## src/hw/rtl/sle_pkg.sv

```systemverilog
// ----------------------------------------------------------------------------
// Sequential list engine package
// Sizes, opcodes, status codes and the structs shared by the list engine.
// ----------------------------------------------------------------------------
package sle_pkg;

  localparam int CAPACITY   = 128;
  localparam int ITEM_WIDTH = 32;
  localparam int ADDR_W     = $clog2(CAPACITY);
  localparam int CNT_W      = $clog2(CAPACITY + 1);
  localparam int POS_W      = 8;
  localparam int VAL_W      = 32;
  localparam int OUT_CNT_W  = 8;
  // compare width: holds any count, position or pointer
  localparam int CMP_W      = (CNT_W > POS_W) ? CNT_W : POS_W;

  localparam logic [2:0] OP_INS_FRONT = 3'd0;
  localparam logic [2:0] OP_INS_BACK  = 3'd1;
  localparam logic [2:0] OP_INS_AT    = 3'd2;
  localparam logic [2:0] OP_REM_FRONT = 3'd3;
  localparam logic [2:0] OP_REM_BACK  = 3'd4;
  localparam logic [2:0] OP_REM_AT    = 3'd5;
  localparam logic [2:0] OP_READ      = 3'd6;
  localparam logic [2:0] OP_CLEAR     = 3'd7;

  localparam logic [1:0] ST_OK     = 2'd0;
  localparam logic [1:0] ST_FULL   = 2'd1;
  localparam logic [1:0] ST_EMPTY  = 2'd2;
  localparam logic [1:0] ST_BADPOS = 2'd3;

  typedef struct packed {
    logic [2:0]       opcode;
    logic [POS_W-1:0] position;
    logic [VAL_W-1:0] item_value;
  } cmd_t;

  typedef struct packed {
    logic [1:0]           status;
    logic [VAL_W-1:0]     item_out;
    logic [OUT_CNT_W-1:0] item_count;
  } result_t;

  // controller -> datapath
  typedef struct packed {
    logic load;      // latch the command word
    logic ptr_init;  // pointer to count (insert) or position (remove)
    logic rd_at;     // read entry at the target position
    logic rd_up;     // read entry below the pointer
    logic rd_dn;     // read entry above the pointer
    logic wr_up;     // write read data at pointer, step down
    logic wr_dn;     // write read data at pointer, step up
    logic wr_ins;    // write new item at the target position
    logic cap_item;  // capture read data as the returned item
    logic commit;    // update count, present the result
  } ctrl_t;

  // datapath -> controller
  typedef struct packed {
    logic err;
    logic is_ins;
    logic is_read;
    logic is_clear;
    logic up_more;
    logic dn_more;
  } stat_t;

endpackage

```

## src/hw/rtl/sequential_list_engine_unit.sv

```systemverilog
// ----------------------------------------------------------------------------
// Sequential list engine
// Ordered list of up to CAPACITY items in a RAM, one opcode per command word.
// ----------------------------------------------------------------------------
// A command word is taken when start is high and busy is low; its result
// word appears on res_o for exactly one cycle with done_o high, and must be
// taken then, since the engine cannot hold it. Every command yields one
// result. Items live in a single-port-read, single-port-write RAM, so
// shifting the list moves one entry at a time, a read state then a write
// state per entry. busy stays high for the whole operation and drops in
// the cycle the result is shown, so the next command may be given in that
// cycle.
// ----------------------------------------------------------------------------
module sequential_list_engine_unit (
  input  logic              clk_i,
  input  logic              rst_ni,
  input  logic              start,
  output logic              busy,
  input  sle_pkg::cmd_t     cmd_i,
  output logic              done_o,
  output sle_pkg::result_t  res_o
);
  import sle_pkg::*;

  ctrl_t ctrl;
  stat_t stat;

  sle_ctrl u_ctrl (
    .clk_i  (clk_i),
    .rst_ni (rst_ni),
    .start  (start),
    .busy   (busy),
    .stat_i (stat),
    .ctrl_o (ctrl)
  );

  sle_datapath u_datapath (
    .clk_i  (clk_i),
    .rst_ni (rst_ni),
    .ctrl_i (ctrl),
    .cmd_i  (cmd_i),
    .stat_o (stat),
    .done_o (done_o),
    .res_o  (res_o)
  );

endmodule

```

## src/hw/rtl/sle_ram.sv

```systemverilog
// ----------------------------------------------------------------------------
// Generic RAM
// One write port and one read port, registered read data.
// ----------------------------------------------------------------------------
module sle_ram #(
  parameter int WIDTH = 32,
  parameter int DEPTH = 128,
  parameter int AW    = (DEPTH > 1) ? $clog2(DEPTH) : 1
) (
  input  logic             clk_i,
  input  logic             we_i,
  input  logic [AW-1:0]    waddr_i,
  input  logic [WIDTH-1:0] wdata_i,
  input  logic             re_i,
  input  logic [AW-1:0]    raddr_i,
  output logic [WIDTH-1:0] rdata_o
);

  logic [WIDTH-1:0] mem_q [DEPTH];
  logic [WIDTH-1:0] rdata_q;

  always_ff @(posedge clk_i) begin
    if (we_i) begin
      mem_q[waddr_i] <= wdata_i;
    end
    if (re_i) begin
      rdata_q <= mem_q[raddr_i];
    end
  end

  assign rdata_o = rdata_q;

endmodule

```

## src/hw/rtl/sle_datapath.sv

```systemverilog
// ----------------------------------------------------------------------------
// List engine datapath
// Command register, fill count, shift pointer, list RAM and result register.
// ----------------------------------------------------------------------------
module sle_datapath (
  input  logic              clk_i,
  input  logic              rst_ni,
  input  sle_pkg::ctrl_t    ctrl_i,
  input  sle_pkg::cmd_t     cmd_i,
  output sle_pkg::stat_t    stat_o,
  output logic              done_o,
  output sle_pkg::result_t  res_o
);
  import sle_pkg::*;

  logic [2:0]            op_q;
  logic [POS_W-1:0]      pos_q;
  logic [ITEM_WIDTH-1:0] val_q;
  logic [ITEM_WIDTH-1:0] item_q;
  logic [CNT_W-1:0]      count_q, count_d;
  logic [CMP_W-1:0]      ptr_q, ptr_d;
  logic                  done_q;
  result_t               res_q, res_d;

  logic [CMP_W-1:0]      count_w, at_w, ptr_up_w, ptr_dn_w, raddr_w, waddr_w;
  logic                  is_ins, is_rem, is_read, is_clear, err;
  logic [1:0]            status_c;
  logic                  ram_re, ram_we;
  logic [ITEM_WIDTH-1:0] ram_wdata, ram_rdata;

  assign count_w  = CMP_W'(count_q);
  assign ptr_up_w = ptr_q + CMP_W'(1);
  assign ptr_dn_w = ptr_q - CMP_W'(1);

  assign is_ins   = (op_q == OP_INS_FRONT) || (op_q == OP_INS_BACK) || (op_q == OP_INS_AT);
  assign is_rem   = (op_q == OP_REM_FRONT) || (op_q == OP_REM_BACK) || (op_q == OP_REM_AT);
  assign is_read  = (op_q == OP_READ);
  assign is_clear = (op_q == OP_CLEAR);

  always_comb begin
    case (op_q)
      OP_INS_FRONT, OP_REM_FRONT: at_w = '0;
      OP_INS_BACK:                at_w = count_w;
      OP_REM_BACK:                at_w = count_w - CMP_W'(1);
      default:                    at_w = CMP_W'(pos_q);
    endcase
  end

  // full is checked before position on inserts
  always_comb begin
    status_c = ST_OK;
    if (is_ins) begin
      if (count_w >= CMP_W'(CAPACITY)) begin
        status_c = ST_FULL;
      end else if (at_w > count_w) begin
        status_c = ST_BADPOS;
      end
    end else if (is_rem || is_read) begin
      if (count_q == '0) begin
        status_c = ST_EMPTY;
      end else if (at_w >= count_w) begin
        status_c = ST_BADPOS;
      end
    end
  end

  assign err = (status_c != ST_OK);

  assign stat_o.err      = err;
  assign stat_o.is_ins   = is_ins;
  assign stat_o.is_read  = is_read;
  assign stat_o.is_clear = is_clear;
  assign stat_o.up_more  = (ptr_q > at_w);
  assign stat_o.dn_more  = (ptr_up_w < count_w);

  always_comb begin
    count_d = count_q;
    if (is_clear) begin
      count_d = '0;
    end else if (!err && is_ins) begin
      count_d = count_q + CNT_W'(1);
    end else if (!err && is_rem) begin
      count_d = count_q - CNT_W'(1);
    end
  end

  always_comb begin
    ptr_d = ptr_q;
    if (ctrl_i.ptr_init) begin
      ptr_d = is_ins ? count_w : at_w;
    end else if (ctrl_i.wr_up) begin
      ptr_d = ptr_dn_w;
    end else if (ctrl_i.wr_dn) begin
      ptr_d = ptr_up_w;
    end
  end

  // list RAM ports
  assign ram_re    = ctrl_i.rd_at || ctrl_i.rd_up || ctrl_i.rd_dn;
  assign raddr_w   = ctrl_i.rd_at ? at_w : (ctrl_i.rd_up ? ptr_dn_w : ptr_up_w);
  assign ram_we    = ctrl_i.wr_up || ctrl_i.wr_dn || ctrl_i.wr_ins;
  assign waddr_w   = ctrl_i.wr_ins ? at_w : ptr_q;
  assign ram_wdata = ctrl_i.wr_ins ? val_q : ram_rdata;

  sle_ram #(
    .WIDTH (ITEM_WIDTH),
    .DEPTH (CAPACITY),
    .AW    (ADDR_W)
  ) u_ram (
    .clk_i   (clk_i),
    .we_i    (ram_we),
    .waddr_i (waddr_w[ADDR_W-1:0]),
    .wdata_i (ram_wdata),
    .re_i    (ram_re),
    .raddr_i (raddr_w[ADDR_W-1:0]),
    .rdata_o (ram_rdata)
  );

  always_comb begin
    res_d.status     = status_c;
    res_d.item_out   = VAL_W'(item_q);
    res_d.item_count = OUT_CNT_W'(count_d);
  end

  always_ff @(posedge clk_i or negedge rst_ni) begin
    if (!rst_ni) begin
      count_q <= '0;
      ptr_q   <= '0;
      done_q  <= 1'b0;
    end else begin
      ptr_q  <= ptr_d;
      done_q <= ctrl_i.commit;
      if (ctrl_i.commit) begin
        count_q <= count_d;
      end
    end
  end

  always_ff @(posedge clk_i) begin
    if (ctrl_i.load) begin
      op_q   <= cmd_i.opcode;
      pos_q  <= cmd_i.position;
      val_q  <= ITEM_WIDTH'(cmd_i.item_value);
      item_q <= '0;
    end else if (ctrl_i.cap_item) begin
      item_q <= ram_rdata;
    end
    if (ctrl_i.commit) begin
      res_q <= res_d;
    end
  end

  assign done_o = done_q;
  assign res_o  = res_q;

  a_count_cap : assert property (@(posedge clk_i) disable iff (!rst_ni)
    count_q <= CNT_W'(CAPACITY))
    else $error("fill count above capacity");

  a_done_follows_commit : assert property (@(posedge clk_i) disable iff (!rst_ni)
    ctrl_i.commit |=> done_q)
    else $error("result strobe missing after commit");

  a_fail_no_item : assert property (@(posedge clk_i) disable iff (!rst_ni)
    (done_q && (res_q.status != ST_OK)) |-> (res_q.item_out == '0))
    else $error("failed request returned an item");

  a_full_count : assert property (@(posedge clk_i) disable iff (!rst_ni)
    (done_q && (res_q.status == ST_FULL)) |-> (count_q == CNT_W'(CAPACITY)))
    else $error("full reported below capacity");

endmodule

```

## src/hw/rtl/sle_ctrl.sv

```systemverilog
// ----------------------------------------------------------------------------
// List engine controller
// Sequences check, shift sweep, item write or read, and result commit.
// ----------------------------------------------------------------------------
module sle_ctrl (
  input  logic            clk_i,
  input  logic            rst_ni,
  input  logic            start,
  output logic            busy,
  input  sle_pkg::stat_t  stat_i,
  output sle_pkg::ctrl_t  ctrl_o
);
  import sle_pkg::*;

  localparam logic [3:0] S_IDLE    = 4'd0;
  localparam logic [3:0] S_CHECK   = 4'd1;
  localparam logic [3:0] S_UP_RD   = 4'd2;
  localparam logic [3:0] S_UP_WR   = 4'd3;
  localparam logic [3:0] S_INS_WR  = 4'd4;
  localparam logic [3:0] S_RD_WAIT = 4'd5;
  localparam logic [3:0] S_DN_RD   = 4'd6;
  localparam logic [3:0] S_DN_WR   = 4'd7;
  localparam logic [3:0] S_FINISH  = 4'd8;

  logic [3:0] state_q, state_d;

  always_comb begin
    state_d = state_q;
    ctrl_o  = '0;
    case (state_q)
      S_IDLE: begin
        if (start) begin
          ctrl_o.load = 1'b1;
          state_d     = S_CHECK;
        end
      end
      S_CHECK: begin
        if (stat_i.err || stat_i.is_clear) begin
          state_d = S_FINISH;
        end else if (stat_i.is_ins) begin
          ctrl_o.ptr_init = 1'b1;
          state_d         = S_UP_RD;
        end else begin
          ctrl_o.ptr_init = 1'b1;
          ctrl_o.rd_at    = 1'b1;
          state_d         = S_RD_WAIT;
        end
      end
      // open a slot: move entries up one at a time from the tail
      S_UP_RD: begin
        if (stat_i.up_more) begin
          ctrl_o.rd_up = 1'b1;
          state_d      = S_UP_WR;
        end else begin
          state_d = S_INS_WR;
        end
      end
      S_UP_WR: begin
        ctrl_o.wr_up = 1'b1;
        state_d      = S_UP_RD;
      end
      S_INS_WR: begin
        ctrl_o.wr_ins = 1'b1;
        state_d       = S_FINISH;
      end
      S_RD_WAIT: begin
        ctrl_o.cap_item = 1'b1;
        state_d         = stat_i.is_read ? S_FINISH : S_DN_RD;
      end
      // close the gap: move entries down toward the removed slot
      S_DN_RD: begin
        if (stat_i.dn_more) begin
          ctrl_o.rd_dn = 1'b1;
          state_d      = S_DN_WR;
        end else begin
          state_d = S_FINISH;
        end
      end
      S_DN_WR: begin
        ctrl_o.wr_dn = 1'b1;
        state_d      = S_DN_RD;
      end
      S_FINISH: begin
        ctrl_o.commit = 1'b1;
        state_d       = S_IDLE;
      end
      default: begin
        state_d = S_IDLE;
      end
    endcase
  end

  always_ff @(posedge clk_i or negedge rst_ni) begin
    if (!rst_ni) begin
      state_q <= S_IDLE;
    end else begin
      state_q <= state_d;
    end
  end

  assign busy = (state_q != S_IDLE);

endmodule

```

## config.mk

```make
export PLATFORM = sky130hd
export DESIGN_NAME = sequential_list_engine_unit
export DESIGN_NICKNAME = d
export VERILOG_FILES = /design/src/hw/rtl/sle_pkg.sv /design/src/hw/rtl/sequential_list_engine_unit.sv /design/src/hw/rtl/sle_ram.sv /design/src/hw/rtl/sle_datapath.sv /design/src/hw/rtl/sle_ctrl.sv
export SDC_FILE = /design/constraint.sdc
export NUM_CORES = 2
export LEC_CHECK = 0
export BUFFER_PORTS_ARGS = -buffer_cell sky130_fd_sc_hd__buf_4
export CAP_MARGIN = 20
export CORE_MARGIN = 4
export CORE_UTILIZATION = 30
export CTS_CLUSTER_DIAMETER = 40
export DETAILED_ROUTE_END_ITERATION = 10
export GPL_ROUTABILITY_DRIVEN = 0
export PLACE_DENSITY = 0.54
export SKIP_CTS_REPAIR_TIMING = 1
export SLEW_MARGIN = 20
export SYNTH_ARGS = -nofsm -noshare
export SYNTH_HDL_FRONTEND = slang
export SYNTH_HIERARCHICAL = 1
export SYNTH_SLANG_ARGS = --single-unit
```

## constraint.sdc

```tcl
create_clock -name clk_i -period 14.4 [get_ports clk_i]
set_input_delay 3.6 -clock clk_i [delete_from_list [all_inputs] [get_ports clk_i]]
set_output_delay 3.6 -clock clk_i [all_outputs]
set_load 0.02 [all_outputs]
```

==> impl_metrics.tcl <==
set metrics [dict create \
    outcome "complete, no violations" \
    htreeDepth 6 \
    hp-class "flop to flop" \
    syn_inst 6648 \
    grt_pass1_vias 78600 \
    period_needed_ns 9.61 \
    antenna_left 0 \
    setup_viol 0 \
    cpLargestDelayFamily "simple AND/OR/NAND/NOR gates" \
    clk_latency_ns 1.05 \
    synth_area_leaders "edfxtp_1, mux4_2, mux2_2" \
    p_leak_nw 59.4 \
    relSlewSlack_pct 23.9 \
    yosysSeqAreaShare_pct 77.9 \
    clk_pin_slew_worst_paths_ns 0.06 \
    cts_buffers 562 \
    gr-total-overflow 0 \
    synth_flop_cell "edfxtp_1" \
    end_kind "flop" \
    root_buffer "clkbuf_16" \
    finalSetupTns_ns 0 \
    r2r_start "u_datapath/op_q[2]$_DFFE_PP_" \
    synth-edff-count 4213 \
    finalClockSkew_ns 0.0343 \
    start_util_pct 30.1 \
    synth.distinct_cells 76 \
    nets 7235 \
    post-route-util_pct 35.7 \
    regToRegSetupSlack_ns 4.79 \
    p_switching_mw 18.6 \
    grt.total_usage_pct 16.6 \
    whs_path_depth 0 \
    clockBufferDepth 4 \
    drc_errors 0 \
    cap_violations 0 \
    dpl.hpwl_microns 250000 \
    crit_chain "inv_1 > nor2_2 > a221oi_1 > nor2_1 > ha_1 > a21oi_1 > o21ai_1 > a21oi_4 > a31oi_1 > o22ai_2 > inv_2 > nor2_1 > and3b_4 > nor2b_4 > nand2_1 > o21ai_4 > buf_4 > buf_4 > mux4_2 > mux4_2 > mux4_2 > mux2_2" \
    ys_ff_latch 4266 \
    tritoncts "done" \
    numClockSinks 4266 \
    yosys_warnings 6 \
    core-area_sq_um 545000 \
    final_cell_mix "edfxtp_1, mux4_2, clkbuf_16" \
    fmax_mhz 104 \
    swShare_pct 36.1 \
    seqPwrFrac_pct 31.9 \
    grt_pass1_wl_microns 651000 \
    multi_input_area_sq_um 35700 \
    ir_worst_vdd_mv 0.332 \
    fin_crit_sh_pct 66.8 \
    syn_nets 6722 \
    syn_to_final_growth_pct 18.6 \
    min-delay-start "u_datapath/item_q[15]$_SDFFE_PP0P_" \
    grt_setup_unrepaired "no" \
    timing.critical_path.mode_cell "mux4_2" \
    rows 271 \
    start_kind "flop" \
    synth.top_cell.area_share_pct 77.2 \
    max_stage_delay_ns 0.87 \
    routedWlPerCell_microns 31.7 \
    whs_endpoint "u_datapath/res_o[23]$_DFFE_PP_" \
    avgSynthCellArea_sq_um 24.6 \
    drive_gt1_share_pct 36.6 \
    arrival_ns 10.38 \
    hold_viol_final 0 \
    r2r_cells 22 \
    slew_viol_final 0 \
    layout_commonest_cell "edfxtp_1" \
    die_h_microns 747 \
    fin_area_sq_um 194000 \
    pin_count 90 \
    slowest_stage "edfxtp_1" \
    vias 78100 \
    internal_power_mw 33.0 \
    routed_wl_microns 473000 \
    rr_endpoint "u_datapath/u_ram/rdata_o[20]$_DFFE_PP_" \
    async_flop_share_pct 0.492 \
    crit_buf_inv 4 \
    power.density_nw_per_um2 266 \
    dr.pass1.iters 6 \
    worstPathMaxFanout 58 \
    yosysTopAreaCell "edfxtp_1" \
    seqCellArea_sq_um 128000 \
    p_comb_share_pct 40.8 \
    max_slew.worst_pin.slew_ns 1.14 \
    setup.worst_path.class "flop to flop" \
    port_buffers 89 \
    finalPower_mw 51.6 \
    fp.dieW_microns 747 \
    antenna_found_initial 58 \
    clkPwrFrac_pct 27.4 \
    fp.dieArea_sq_um 558000 \
    grt_max_degree 127 \
    drt-initial-drc-count 10700 \
    whs_ns 0.422 \
    required_ns 15.17 \
    viasPerCell 5.24 \
    synth_area_sq_um 164000 \
    fill_cells 49400 \
    dpl-instance-area_sq_um 175000 \
]
how the worst max path moves through the flow:
stage                                              to  cells after the start                              start
6_report       u_datapath/u_ram/rdata_o[20]$_DFFE_PP_                     22       u_datapath/op_q[2]$_DFFE_PP_
2_1_floorplan       u_datapath/count_q[4]$_DFFE_PN0P_                      4      u_ctrl/state_q[0]$_DFFE_PN0P_
4_1_cts        u_datapath/u_ram/rdata_o[20]$_DFFE_PP_                     22       u_datapath/op_q[2]$_DFFE_PP_
3_3_place_gp    u_datapath/u_ram/rdata_o[9]$_DFFE_PP_                     24  u_datapath/count_q[0]$_DFFE_PN0P_
3_5_place_dp   u_datapath/u_ram/rdata_o[20]$_DFFE_PP_                     22       u_datapath/op_q[2]$_DFFE_PP_
5_1_grt         u_datapath/u_ram/rdata_o[9]$_DFFE_PP_                     22       u_datapath/op_q[2]$_DFFE_PP_
through the flow:
step / std cells / setup slack, ns
after floorplan: 6648 / 6.64
after global placement: 13800 / 4.95
after detailed placement: 13800 / 5.05
after CTS: 14900 / 5.00
after global routing: 14900 / 4.42
final: 14900 / 4.79
cells by family (layout without fill, tap and decap cells):
kind of cell	Yosys count	after routing	synth area share, %
AOI/OAI and AO/OA	127	127	0.519
xor gates and xnor gates	25	25	0.138
adders and majority gates	28	28	0.214
buffers and inverters	386	1364	0.990
DFF	4266	4266	77.9
muxes	1451	1451	19.2
other	0	40	0
and+or+nand+nor	365	365	1.01
layout make-up:
type	instances	share of cell area [%]
flip-flops and latches	4266	65.7
clock inverters	389	2.41
diodes	40	0.0515
inverters	28	0.0541
clock buffers	640	7.45
repair buffers	307	1.30
well taps	7234	4.66
multi-input cells	1996	18.4
cells in the mapped netlist (4+ instances only):
cell / instances
xor2_1: 10
buf_1: 58
mux2_2: 69
nand2b_1: 6
clkbuf_1: 200
mux2i_1: 38
and3_1: 4
a221oi_1: 12
inv_1: 22
nand3_1: 26
mux4_2: 1344
buf_4: 9
o31ai_1: 4
edfxtp_1: 4213
ha_1: 28
buf_6: 4
nand2_1: 54
xnor2_1: 14
nor3b_1: 4
nor2b_1: 13
dfrtp_1: 21
dfxtp_1: 32
a21oi_1: 36
o21ai_0: 28
nor3_1: 25
nor2_1: 202
buf_2: 87
nand4_1: 7
layer usage:
layer | part of all wire [%] | up-vias | global-route usage, %
li1 | - | 30100 | -
met1 | 40 | 43300 | 23.1
met2 | 48 | 3976 | 26.8
met3 | 9.2 | 680 | 3.22
met4 | 2.2 | 6 | 3.99
met5 | 0.0083 | - | 0
state kept, by name, summed over array words and instances (netlist names):
register                  cells
u_datapath/val_q             32
u_datapath/count_q            8
u_ctrl/state_q                4
u_datapath/item_q            32
u_datapath/u_ram/mem_q     4096
u_datapath/u_ram/rdata_o     32
u_datapath/res_o             42
u_datapath/pos_q              8
u_datapath/op_q               3
u_datapath/ptr_q              8
u_datapath/done_o             1
power groups by stage:
stage                     registers [mW]  logic (mW)  clock network (mW)
after floorplan                     16.5        12.7                   0
after global placement              16.7        21.1                   0
after detailed placement            16.7        21.4                   0
after CTS                           16.4        21.4                14.4
after global routing                16.5        22.0                15.0
final                               16.4        21.1                14.1
No activity file was read; power rests on OpenSTA's default activity.
